<file path="config.mk">
export PLATFORM = sky130hd
export DESIGN_NAME = flat_json_object_tokenizer_core
export DESIGN_NICKNAME = d
export VERILOG_FILES = /design/src/sv/fjot_pkg.sv /design/src/sv/flat_json_object_tokenizer_core.sv /design/src/sv/fjot_step.sv
export SDC_FILE = /design/constraint.sdc
export NUM_CORES = 1
export LEC_CHECK = 0
export BUFFER_PORTS_ARGS = -buffer_cell sky130_fd_sc_hd__buf_2
export CAP_MARGIN = 30
export CELL_PAD_IN_SITES_DETAIL_PLACEMENT = 1
export CELL_PAD_IN_SITES_GLOBAL_PLACEMENT = 1
export CORE_MARGIN = 1.5
export CORE_UTILIZATION = 50
export CTS_BUF_LIST = sky130_fd_sc_hd__clkbuf_16
export CTS_CLUSTER_SIZE = 20
export DETAILED_ROUTE_END_ITERATION = 16
export GPL_ROUTABILITY_DRIVEN = 0
export HOLD_SLACK_MARGIN = 0.08
export PLACE_DENSITY_LB_ADDON = 0.25
export SYNTH_ARGS = -nofsm -noshare
export SYNTH_HDL_FRONTEND = slang
export SYNTH_SLANG_ARGS = --single-unit
</file>
<file path="constraint.sdc">
create_clock -name clk -period 8.95 [get_ports clk]
set_clock_uncertainty 0.15 [all_clocks]
set_input_delay 2.2375 -clock clk [delete_from_list [all_inputs] [get_ports clk]]
set_output_delay 2.2375 -clock clk [all_outputs]
set_load 0.005 [all_outputs]
</file>
<file path="src/sv/fjot_pkg.sv">
// ---------------------------------------------------------------------------
// fjot_pkg
// shared types, codes and character tables for the flat json object tokenizer
// ---------------------------------------------------------------------------
`default_nettype none

package fjot_pkg;

    localparam int unsigned MAX_PAIRS = 128;
    localparam int unsigned PAIR_W    = 8;
    localparam int unsigned NUM_W     = 31;

    localparam logic [NUM_W-1:0] NUM_MAX = {NUM_W{1'b1}};

    // event codes
    localparam logic [3:0] EV_NONE      = 4'd0;
    localparam logic [3:0] EV_OPEN      = 4'd1;
    localparam logic [3:0] EV_KEY_BYTE  = 4'd2;
    localparam logic [3:0] EV_KEY_END   = 4'd3;
    localparam logic [3:0] EV_STR_BYTE  = 4'd4;
    localparam logic [3:0] EV_STR_END   = 4'd5;
    localparam logic [3:0] EV_BOOL      = 4'd6;
    localparam logic [3:0] EV_NULL      = 4'd7;
    localparam logic [3:0] EV_RESERVED  = 4'd8;
    localparam logic [3:0] EV_DOC_OK    = 4'd9;
    localparam logic [3:0] EV_ERROR     = 4'd10;

    // error codes
    localparam logic [2:0] ERR_NONE       = 3'd0;
    localparam logic [2:0] ERR_BAD_START  = 3'd1;
    localparam logic [2:0] ERR_BAD_KEY    = 3'd2;
    localparam logic [2:0] ERR_NO_COLON   = 3'd3;
    localparam logic [2:0] ERR_BAD_VALUE  = 3'd4;
    localparam logic [2:0] ERR_NO_COMMA   = 3'd5;
    localparam logic [2:0] ERR_TOO_MANY   = 3'd6;
    localparam logic [2:0] ERR_OPEN_STR   = 3'd7;

    // literal kinds
    localparam logic [1:0] LIT_TRUE  = 2'd0;
    localparam logic [1:0] LIT_FALSE = 2'd1;
    localparam logic [1:0] LIT_NULL  = 2'd2;

    // characters
    localparam logic [7:0] CH_NUL    = 8'h00;
    localparam logic [7:0] CH_TAB    = 8'h09;
    localparam logic [7:0] CH_LF     = 8'h0A;
    localparam logic [7:0] CH_CR     = 8'h0D;
    localparam logic [7:0] CH_SPACE  = 8'h20;
    localparam logic [7:0] CH_QUOTE  = 8'h22;
    localparam logic [7:0] CH_COMMA  = 8'h2C;
    localparam logic [7:0] CH_ZERO   = 8'h30;
    localparam logic [7:0] CH_NINE   = 8'h39;
    localparam logic [7:0] CH_COLON  = 8'h3A;
    localparam logic [7:0] CH_LBRACE = 8'h7B;
    localparam logic [7:0] CH_RBRACE = 8'h7D;
    localparam logic [7:0] CH_A      = 8'h61;
    localparam logic [7:0] CH_E      = 8'h65;
    localparam logic [7:0] CH_F      = 8'h66;
    localparam logic [7:0] CH_L      = 8'h6C;
    localparam logic [7:0] CH_N      = 8'h6E;
    localparam logic [7:0] CH_R      = 8'h72;
    localparam logic [7:0] CH_S      = 8'h73;
    localparam logic [7:0] CH_T      = 8'h74;
    localparam logic [7:0] CH_U      = 8'h75;

    typedef enum logic [3:0] {
        PH_WAIT   = 4'd0,
        PH_FIRST  = 4'd1,
        PH_KEY    = 4'd2,
        PH_COLON  = 4'd3,
        PH_VALUE  = 4'd4,
        PH_STRING = 4'd5,
        PH_LIT    = 4'd6,
        PH_NUMBER = 4'd7,
        PH_AFTER  = 4'd8,
        PH_NEXT   = 4'd9,
        PH_SINK   = 4'd10
    } phase_t;

    typedef struct packed {
        phase_t            phase;
        logic [1:0]        lit_kind;
        logic [2:0]        lit_pos;
        logic [NUM_W-1:0]  acc;
        logic [PAIR_W-1:0] pair_count;
    } state_t;

    typedef struct packed {
        logic [3:0]       event_res;
        logic [7:0]       data_byte;
        logic             bool_flag;
        logic             number_done;
        logic [NUM_W-1:0] number_value;
        logic [6:0]       pair_index;
        logic [2:0]       error_kind;
    } result_t;

    function automatic logic [2:0] lit_len(input logic [1:0] kind);
        case (kind)
            LIT_TRUE:  lit_len = 3'd4;
            LIT_FALSE: lit_len = 3'd5;
            LIT_NULL:  lit_len = 3'd4;
            default:   lit_len = 3'd0;
        endcase
    endfunction

    function automatic logic [7:0] lit_char(input logic [1:0] kind, input logic [2:0] pos);
        logic [7:0] ch;
        ch = CH_NUL;
        case (kind)
            LIT_TRUE:
            begin
                case (pos)
                    3'd0:    ch = CH_T;
                    3'd1:    ch = CH_R;
                    3'd2:    ch = CH_U;
                    3'd3:    ch = CH_E;
                    default: ch = CH_NUL;
                endcase
            end
            LIT_FALSE:
            begin
                case (pos)
                    3'd0:    ch = CH_F;
                    3'd1:    ch = CH_A;
                    3'd2:    ch = CH_L;
                    3'd3:    ch = CH_S;
                    3'd4:    ch = CH_E;
                    default: ch = CH_NUL;
                endcase
            end
            LIT_NULL:
            begin
                case (pos)
                    3'd0:    ch = CH_N;
                    3'd1:    ch = CH_U;
                    3'd2:    ch = CH_L;
                    3'd3:    ch = CH_L;
                    default: ch = CH_NUL;
                endcase
            end
            default: ch = CH_NUL;
        endcase
        return ch;
    endfunction

    function automatic logic is_space(input logic [7:0] c);
        return (c == CH_SPACE) || (c == CH_TAB) || (c == CH_CR) || (c == CH_LF);
    endfunction

    function automatic logic is_digit(input logic [7:0] c);
        return (c >= CH_ZERO) && (c <= CH_NINE);
    endfunction

endpackage

`default_nettype wire

</file>
<file path="src/sv/flat_json_object_tokenizer_core.sv">
// ---------------------------------------------------------------------------
// flat_json_object_tokenizer_core
// streaming tokenizer for a flat json object, one text byte per request
// ---------------------------------------------------------------------------
// Each accepted text byte produces exactly one result request, in the
// cycle after it is taken. The parser state and the result register are
// updated in the same cycle, so a new byte is taken every clock as long as
// the result register is empty or being read in that cycle; text_stall
// rises only while a result waits under res_stall. The output is registered
// in the single result register after the per-byte decode logic.
`default_nettype none

module flat_json_object_tokenizer_core (
    input  wire  logic        clk,
    input  wire  logic        rst_n,
    input  wire  logic        text_valid,
    output logic              text_stall,
    input  wire  logic [7:0]  text_byte,
    output logic              res_valid,
    input  wire  logic        res_stall,
    output logic [3:0]        event_res,
    output logic [7:0]        data_byte,
    output logic              bool_flag,
    output logic              number_done,
    output logic [30:0]       number_value,
    output logic [6:0]        pair_index,
    output logic [2:0]        error_kind
);
    import fjot_pkg::*;

    state_t  state_reg;
    state_t  state_next;
    result_t res_reg;
    result_t res_next;
    logic    res_valid_reg;
    logic    take;

    assign text_stall = res_valid_reg & res_stall;
    assign take       = text_valid & ~text_stall;

    fjot_step u_step (
        .cur_state  (state_reg),
        .text_byte  (text_byte),
        .next_state (state_next),
        .result     (res_next)
    );

    always_ff @(posedge clk or negedge rst_n)
    begin
        if (!rst_n)
        begin
            state_reg.phase      <= PH_WAIT;
            state_reg.lit_kind   <= '0;
            state_reg.lit_pos    <= '0;
            state_reg.acc        <= '0;
            state_reg.pair_count <= '0;
            res_valid_reg        <= 1'b0;
        end
        else
        begin
            if (take)
            begin
                state_reg     <= state_next;
                res_valid_reg <= 1'b1;
            end
            else if (!res_stall)
            begin
                res_valid_reg <= 1'b0;
            end
        end
    end

    // result payload
    always_ff @(posedge clk)
    begin
        if (take)
        begin
            res_reg <= res_next;
        end
    end

    assign res_valid    = res_valid_reg;
    assign event_res    = res_reg.event_res;
    assign data_byte    = res_reg.data_byte;
    assign bool_flag    = res_reg.bool_flag;
    assign number_done  = res_reg.number_done;
    assign number_value = res_reg.number_value;
    assign pair_index   = res_reg.pair_index;
    assign error_kind   = res_reg.error_kind;

endmodule

`default_nettype wire

</file>
<file path="src/sv/fjot_step.sv">
// ---------------------------------------------------------------------------
// fjot_step
// per-byte next state and result logic of the tokenizer
// ---------------------------------------------------------------------------
`default_nettype none

module fjot_step (
    input  wire fjot_pkg::state_t  cur_state,
    input  wire logic [7:0]        text_byte,
    output fjot_pkg::state_t       next_state,
    output fjot_pkg::result_t      result
);
    import fjot_pkg::*;

    logic [6:0]       cur_pair;
    logic [NUM_W+3:0] acc_wide;
    logic [NUM_W-1:0] acc_sat;
    logic [3:0]       digit;
    logic [2:0]       lit_pos_inc;

    assign digit       = text_byte[3:0];
    assign lit_pos_inc = cur_state.lit_pos + 3'd1;
    assign cur_pair    = (cur_state.pair_count == '0) ? 7'd0
                         : 7'(cur_state.pair_count - PAIR_W'(1));

    // acc * 10 + digit, saturating
    assign acc_wide = ({4'b0, cur_state.acc} << 3) + ({4'b0, cur_state.acc} << 1)
                      + {{NUM_W{1'b0}}, digit};
    assign acc_sat  = (acc_wide > {4'b0, NUM_MAX}) ? NUM_MAX : acc_wide[NUM_W-1:0];

    always_comb
    begin
        phase_t ph;
        logic   done;
        logic   do_fail;
        logic   fail_in_pair;
        logic   do_start_key;
        logic [2:0] fail_kind;

        next_state   = cur_state;
        result       = '0;
        ph           = cur_state.phase;
        done         = 1'b0;
        do_fail      = 1'b0;
        fail_in_pair = 1'b0;
        do_start_key = 1'b0;
        fail_kind    = ERR_NONE;

        // number in progress: a digit extends it, anything else ends it
        if (ph == PH_NUMBER)
        begin
            if (is_digit(text_byte))
            begin
                next_state.acc = acc_sat;
                done           = 1'b1;
            end
            else
            begin
                result.number_done  = 1'b1;
                result.number_value = cur_state.acc;
                result.pair_index   = cur_pair;
                ph                  = PH_AFTER;
                next_state.phase    = PH_AFTER;
            end
        end

        if (!done)
        begin
            case (ph)
                PH_WAIT:
                begin
                    if (text_byte == CH_LBRACE)
                    begin
                        result.event_res      = EV_OPEN;
                        next_state.pair_count = '0;
                        next_state.lit_kind   = '0;
                        next_state.lit_pos    = '0;
                        next_state.acc        = '0;
                        next_state.phase      = PH_FIRST;
                    end
                    else if (!is_space(text_byte))
                    begin
                        do_fail   = 1'b1;
                        fail_kind = ERR_BAD_START;
                    end
                end
                PH_FIRST, PH_AFTER:
                begin
                    if (!is_space(text_byte))
                    begin
                        if (text_byte == CH_RBRACE || text_byte == CH_NUL)
                        begin
                            result.event_res = EV_DOC_OK;
                            next_state.phase = (text_byte == CH_NUL) ? PH_WAIT : PH_SINK;
                        end
                        else if (ph == PH_FIRST)
                        begin
                            if (text_byte == CH_QUOTE)
                            begin
                                do_start_key = 1'b1;
                            end
                            else
                            begin
                                do_fail   = 1'b1;
                                fail_kind = ERR_BAD_KEY;
                            end
                        end
                        else if (text_byte == CH_COMMA)
                        begin
                            next_state.phase = PH_NEXT;
                        end
                        else
                        begin
                            do_fail      = 1'b1;
                            fail_kind    = ERR_NO_COMMA;
                            fail_in_pair = 1'b1;
                        end
                    end
                end
                PH_NEXT:
                begin
                    if (!is_space(text_byte))
                    begin
                        if (text_byte == CH_QUOTE)
                        begin
                            do_start_key = 1'b1;
                        end
                        else
                        begin
                            do_fail   = 1'b1;
                            fail_kind = ERR_BAD_KEY;
                        end
                    end
                end
                PH_KEY, PH_STRING:
                begin
                    if (text_byte == CH_NUL)
                    begin
                        do_fail      = 1'b1;
                        fail_kind    = ERR_OPEN_STR;
                        fail_in_pair = 1'b1;
                    end
                    else if (text_byte == CH_QUOTE)
                    begin
                        result.event_res  = (ph == PH_KEY) ? EV_KEY_END : EV_STR_END;
                        result.pair_index = cur_pair;
                        next_state.phase  = (ph == PH_KEY) ? PH_COLON : PH_AFTER;
                    end
                    else
                    begin
                        result.event_res  = (ph == PH_KEY) ? EV_KEY_BYTE : EV_STR_BYTE;
                        result.data_byte  = text_byte;
                        result.pair_index = cur_pair;
                    end
                end
                PH_COLON:
                begin
                    if (!is_space(text_byte))
                    begin
                        if (text_byte == CH_COLON)
                        begin
                            next_state.phase = PH_VALUE;
                        end
                        else
                        begin
                            do_fail      = 1'b1;
                            fail_kind    = ERR_NO_COLON;
                            fail_in_pair = 1'b1;
                        end
                    end
                end
                PH_VALUE:
                begin
                    if (!is_space(text_byte))
                    begin
                        if (text_byte == CH_QUOTE)
                        begin
                            next_state.phase = PH_STRING;
                        end
                        else if (text_byte == CH_T || text_byte == CH_F || text_byte == CH_N)
                        begin
                            next_state.lit_kind = (text_byte == CH_T) ? LIT_TRUE
                                                : (text_byte == CH_F) ? LIT_FALSE : LIT_NULL;
                            next_state.lit_pos  = 3'd1;
                            next_state.phase    = PH_LIT;
                        end
                        else if (is_digit(text_byte))
                        begin
                            next_state.acc   = {{(NUM_W-4){1'b0}}, digit};
                            next_state.phase = PH_NUMBER;
                        end
                        else
                        begin
                            do_fail      = 1'b1;
                            fail_kind    = ERR_BAD_VALUE;
                            fail_in_pair = 1'b1;
                        end
                    end
                end
                PH_LIT:
                begin
                    if (cur_state.lit_kind > LIT_NULL
                        || cur_state.lit_pos >= lit_len(cur_state.lit_kind)
                        || text_byte != lit_char(cur_state.lit_kind, cur_state.lit_pos))
                    begin
                        do_fail      = 1'b1;
                        fail_kind    = ERR_BAD_VALUE;
                        fail_in_pair = 1'b1;
                    end
                    else
                    begin
                        next_state.lit_pos = lit_pos_inc;
                        if (lit_pos_inc == lit_len(cur_state.lit_kind))
                        begin
                            result.event_res  = (cur_state.lit_kind == LIT_NULL) ? EV_NULL
                                                                                 : EV_BOOL;
                            result.bool_flag  = (cur_state.lit_kind == LIT_TRUE);
                            result.pair_index = cur_pair;
                            next_state.phase  = PH_AFTER;
                        end
                    end
                end
                default:
                begin
                    if (text_byte == CH_NUL)
                    begin
                        next_state.phase = PH_WAIT;
                    end
                end
            endcase

            // opening quote of a key
            if (do_start_key)
            begin
                if (cur_state.pair_count >= PAIR_W'(MAX_PAIRS))
                begin
                    do_fail   = 1'b1;
                    fail_kind = ERR_TOO_MANY;
                end
                else
                begin
                    next_state.pair_count = cur_state.pair_count + PAIR_W'(1);
                    next_state.phase      = PH_KEY;
                end
            end

            if (do_fail)
            begin
                result.event_res  = EV_ERROR;
                result.error_kind = fail_kind;
                if (fail_in_pair)
                begin
                    result.pair_index = cur_pair;
                end
                next_state.phase = (text_byte == CH_NUL) ? PH_WAIT : PH_SINK;
            end
        end
    end

endmodule

`default_nettype wire

</file>
* Yosys cells after proc, flatten, opt, wreduce, memory -nomap -nowiden
Cells that the tools add are included. W data, S select, Z words.
Storage, ports and cells: bits in registers 104, input bits 12, output and inout port bits 57, logic and storage cells 228
Cells by class: $add $sub $neg 5, $lt $le $gt $ge 6, eq/ne operators 35, multiplexer cells 131, bitwise operators 9, reductions and logical operators 28
Operators with widths (count):
- $mux W31 | 5
- $mux W4 | 27
- $mux W48 | 2
- $mux W3 | 21
- $pmux W31 S2 | 1
- $mux W8 | 6
- $mux W7 | 6
- $eq A8 B7 Y1 const B | 5
- $mux W40 | 1
- $mux W39 | 1
- $mux W1 | 37
- $mux W36 | 1
- $add A34 B32 Y35 | 1
- $add A35 B4 Y35 | 1
- $gt A35 B31 Y1 const B | 1
- $pmux W7 S5 | 1
- $eq A8 B6 Y1 const B | 4
- $pmux W4 S7 | 1
- $pmux W7 S4 | 1
- $eq A8 B4 Y1 const B | 3
- $pmux W8 S3 | 1
- $pmux W3 S7 | 1
- $pmux W7 S3 | 1
- $mux W10 | 2
- 47 further kinds | 83

* Logic depth before layout (Yosys ltp)
depth after elaboration 21, depth in mapped cells 16

* By module
Synthesis repeated with hierarchy kept, for this count alone.
Second synthesis, totals: cell total of the unflattened synthesis 867, area, all modules 8306.7 sq um
By module, submodules not included:
- fjot_step | times used 1, cells each 707, area each 4769.6 sq um, sequential area each 0.0 sq um
- flat_json_object_tokenizer_core | times used 1, cells each 160, area each 3537.1 sq um, sequential area each 2877.8 sq um

* Worst setup path after synthesis
Ideal clock, no wire load.
path type input to register, from input port text_byte[3], to register state_reg[23] (netlist name), library setup time 0.124 ns, arrival 5.875 ns, path slack 2.801 ns, stages 15, path through clkbuf_1 clkbuf_1 inv_1 fa_1 fa_1 nor2b_1 o31a_1 o31ai_2 o31ai_1 a21boi_1 mux2i_1 a211oi_4 a21oi_4 buf_6 a211o_1
On the way: longest elaborated chain between the ends 11
RTL lines:
- start: declaration | RTL line flat_json_object_tokenizer_core.sv:18 | input wire logic [7:0] text_byte,
- $add A35 B4 Y35 | RTL line fjot_step.sv:28 | + {{NUM_W{1'b0}}, digit};
- $gt A35 B31 Y1 | RTL line fjot_step.sv:29 | assign acc_sat = (acc_wide > {4'b0, NUM_MAX}) ? NUM_MAX : acc_wide[NUM_W-1:0];
- $mux W31 | RTL line fjot_step.sv:29
- $mux W31 | RTL line fjot_step.sv:52 | if (is_digit(text_byte))
- $mux W31 | RTL line fjot_step.sv:50 | if (ph == PH_NUMBER)
- $mux W31 | RTL line fjot_step.sv:187 | else if (is_digit(text_byte))
- $mux W31 | RTL line fjot_step.sv:180 | else if (text_byte == CH_T || text_byte == CH_F || text_byte == CH_N)
- $mux W36 | RTL line fjot_step.sv:176 | if (text_byte == CH_QUOTE)
- $mux W40 | RTL line fjot_step.sv:174 | if (!is_space(text_byte))
- $pmux W31 S2 | RTL line fjot_step.sv:69 | case (ph)
- $mux W48 (*) | RTL line fjot_step.sv:67 | if (!done)
- end signal: assignment | RTL line flat_json_object_tokenizer_core.sv:63 | state_reg <= state_next;
- end: declaration | RTL line flat_json_object_tokenizer_core.sv:31 | state_t state_reg;
Every way passes the cells marked *; elsewhere a longest branch is shown, timed or not. The select of a mux whose other input is x is not followed. A chain may end at the register's enable or synchronous reset.

* Final worst setup path
from input port text_byte[3], to register state_reg[12] (netlist name)
The elaborated chain is that of the path after synthesis.

==> results.sh <==
export IMPL_pwr_share_comb=0.283
export IMPL_antenna_found_initial=0
export IMPL_outcome="finished, final reports clean"
export IMPL_drc=0
export IMPL_drv_cap=0
export IMPL_final_cells=1063
export IMPL_start_util=0.509
export IMPL_drive_gt1_frac=0.129
export IMPL_grt_overflow=0
export IMPL_synth_compound_area_frac=0.211
export IMPL_fmax_mhz=160
export IMPL_fin_setup_tns_ns=0
export IMPL_cts_sinks=104
export IMPL_avgViaCountPerCell=6.43
export IMPL_ys_seq_elements=104
export IMPL_synthFlopType="edfxtp_1"
export IMPL_wire_per_inst_um=20.8
export IMPL_r2r_start="state_reg[10]"
export IMPL_synth_simple_gate_area_frac=0.208
export IMPL_cellPowerDensity_mw_per_mm2=163
export IMPL_die_area_mm2=0.0162
export IMPL_p_total_mw=1.37
export IMPL_async_reset_ff_frac=0.471
export IMPL_htree_levels=3
export IMPL_crit_type="primary input to register"
export IMPL_hold_start="res_valid"
export IMPL_synth_adder_area_share=0.120
export IMPL_grt_max_degree=50
export IMPL_num_vias=6833
export IMPL_synthMuxAreaShare=0.00536
export IMPL_pwr_share_clk=0.275
export IMPL_crit_path_start="text_byte[3]"
export IMPL_synth_edf_count=55
export IMPL_grtUsageTotal=0.283
export IMPL_synthesis_instances=825
export IMPL_met3WireLength_um=712
export IMPL_synth_xor_xnor_area_share=0.0430
export IMPL_synth_top_family_by_area="compound AO/OA/AOI/OAI gates"
export IMPL_port_buffers=68
export IMPL_seq_area_frac_synth=0.373
export IMPL_dp_cells=1046
export IMPL_insertion_delay_ns=0.37
export IMPL_placeableCoreArea_mm2=0.0151
export IMPL_dp_hpwl_um=16300
export IMPL_drt_met1_wl_um=9320
export IMPL_totalWireLength_um=22100
export IMPL_die_h_um=127
export IMPL_p_sw_mw=0.478
export IMPL_max_slew_worst_pin_slew_ns=1.01
export IMPL_regArea_mm2=0.00288
export IMPL_cp_start_kind="primary input"
export IMPL_worstPathRequired_ns=9.09
export IMPL_cts_buffer_depth=2
export IMPL_cts_tree="done"
export IMPL_synth_warnings=0
export IMPL_setup_viol=0
export IMPL_cts_setup_buffers=0
export IMPL_grt_pass1_vias=7274
export IMPL_clk_pin_slew_ns=0.07
export IMPL_p_int_mw=0.893
export IMPL_antenna_left=0
export IMPL_slew_viol_final=0
export IMPL_cts_buffers=9
export IMPL_leakagePower_nw=3.80
export IMPL_holdBufCountCts=0
export IMPL_period_needed_ns=6.25
export IMPL_fillers=1750
export IMPL_multi_input_area_mm2=0.00453
export IMPL_switching_share=0.349
export IMPL_yosysUniqueCellTypes=77
export IMPL_seqPwrFrac=0.442
export IMPL_largest_register_ffs=48
export IMPL_synthToLayoutAreaGrowth_pct=9.11
export IMPL_grt_first_pass_wirelength_um=36400
export IMPL_relSlewSlack=0.325
export IMPL_hold_viol_final=0
export IMPL_root_buffer="clkbuf_16"
export IMPL_rsz0062_at_grt="no"
export IMPL_num_antenna_cells=0
export IMPL_irDropWorstVdd_uv=107
export IMPL_nNetsFinal=955
export IMPL_period_share=0.698
export IMPL_syn_nets=910
export IMPL_num_io_pins=69
export IMPL_syn_avg_cell_area_um2=9.34
export IMPL_initialDrtViolationCount=434
export IMPL_first_pass_iters=4
export IMPL_die_x_um=127
export IMPL_rows=45
export IMPL_worstPathArrival_ns=6.39
export IMPL_r2r_slack_ns=4.49
export IMPL_worstSetupEndpointType="register"
export IMPL_cts_resized=0
export IMPL_syn_area_mm2=0.00771
export IMPL_hp_class="register to register"
export IMPL_wl_met2_um=11400
export IMPL_routed_top_layer="met4"
export IMPL_cp_max_fo=23
[synthesized netlist by cell type, types with 4 or more instances]
library cell	n	area (um^2)
clkbuf_1	27	101
nor3_1	27	135
nand2_1	71	267
inv_1	29	109
buf_6	4	45.0
or2_2	5	31.3
edfxtp_1	55	1650
nor4_1	9	56.3
o21a_1	8	60.1
nand3_1	17	85.1
or4_1	4	30.0
nor3b_1	4	30.0
and3_1	11	68.8
nor2_1	60	225
and2_1	41	257
o211ai_1	12	90.1
a211o_1	6	52.6
a21oi_1	49	245
nand2b_1	11	68.8
buf_2	5	25.0
o21ai_1	5	25.0
a221o_1	23	230
nor2b_1	12	75.1
nand3b_1	4	30.0
a22o_1	5	43.8
o31ai_1	4	30.0
xnor2_1	21	184
or3_1	8	50.1
o21ai_0	50	250
a21o_1	7	52.6
xor2_1	15	131
dfrtp_1	49	1230
a31oi_1	13	81.3
ha_1	71	888
nand4_1	9	56.3
[path summary, 6_finish.rpt]
kind,to,cells after the start
max in group asynchronous,state_reg[12],2
min in group asynchronous,state_reg[40],2
max reg2reg,state_reg[12],12
max,state_reg[12],13
min reg2reg,res_valid,2
min,res_valid,2
[worst max-delay path, cell delays in order]
cell	delay (ns)
buf_2	0.27
inv_1	0.18
fa_1	0.55
fa_1	0.48
nor2b_1	0.18
o31a_1	0.21
o31ai_2	0.09
o31ai_1	0.63
a21boi_1	0.24
mux2i_1	0.34
a211oi_4	0.12
a21oi_4	0.63
a221o_1	0.22
[placed cells by master (no fill, tap or decap), types with 5 or more instances in the layout]
master	n
a211o_1	6
a21o_1	7
a21oi_1	49
a221o_1	23
a22o_1	5
a31oi_1	13
and2_1	41
and3_1	11
buf_2	68
buf_4	6
clkbuf_16	9
dfrtp_1	49
edfxtp_1	55
ha_1	71
inv_1	29
nand2_1	71
nand2b_1	11
nand3_1	17
nand4_1	9
nor2_1	60
nor2b_1	12
nor3_1	27
nor4_1	9
o211ai_1	12
o21a_1	8
o21ai_0	50
o21ai_1	5
or2_2	5
or3_1	8
xnor2_1	21
xor2_1	15
[power groups by stage]
stage | Combinational (mW) | Sequential, mW | Clock (mW)
2_1_floorplan | 0.302 | 0.580 | 0
3_3_place_gp | 0.360 | 0.611 | 0
3_5_place_dp | 0.380 | 0.614 | 0
4_1_cts | 0.383 | 0.604 | 0.379
5_1_grt | 0.433 | 0.610 | 0.398
6_report | 0.387 | 0.606 | 0.377
[per-stage QoR]
step                       util  setup WS, ns  hold WS (ns)  instance area (um^2)
after floorplan               -          2.80         0.356                  7710
after global placement    0.537          2.57         0.352                  8130
after detailed placement  0.537          2.39         0.389                  8130
final                     0.555          2.70         0.399                  8410
after CTS                 0.555          2.74         0.406                  8400
after global routing      0.555          2.37         0.444                  8410
[per-layer routing]
metal  GRT usage  up-vias
li1            -     3161
met1       0.337     3455
met2       0.520      169
met3      0.0356       48
met4       0.113        0
met5           0        -
[kinds of logic after synthesis]
family | after synthesis
and+or+nand+nor | 307
AOI/OAI and AO/OA | 231
DFF | 104
adders and majority gates | 73
buffers and inverters | 69
xor gates and xnor gates | 37
muxes | 4
[cell type report]
cell class	count	share of cell area
tap	188	0.0280
sequential	104	0.342
inverter	29	0.0129
multi-input combinational	652	0.539
timing repair buffer	74	0.0458
clock inverter	7	0.00551
clock buffer	9	0.0268
Note: power is estimated with default switching activity, not from simulation.
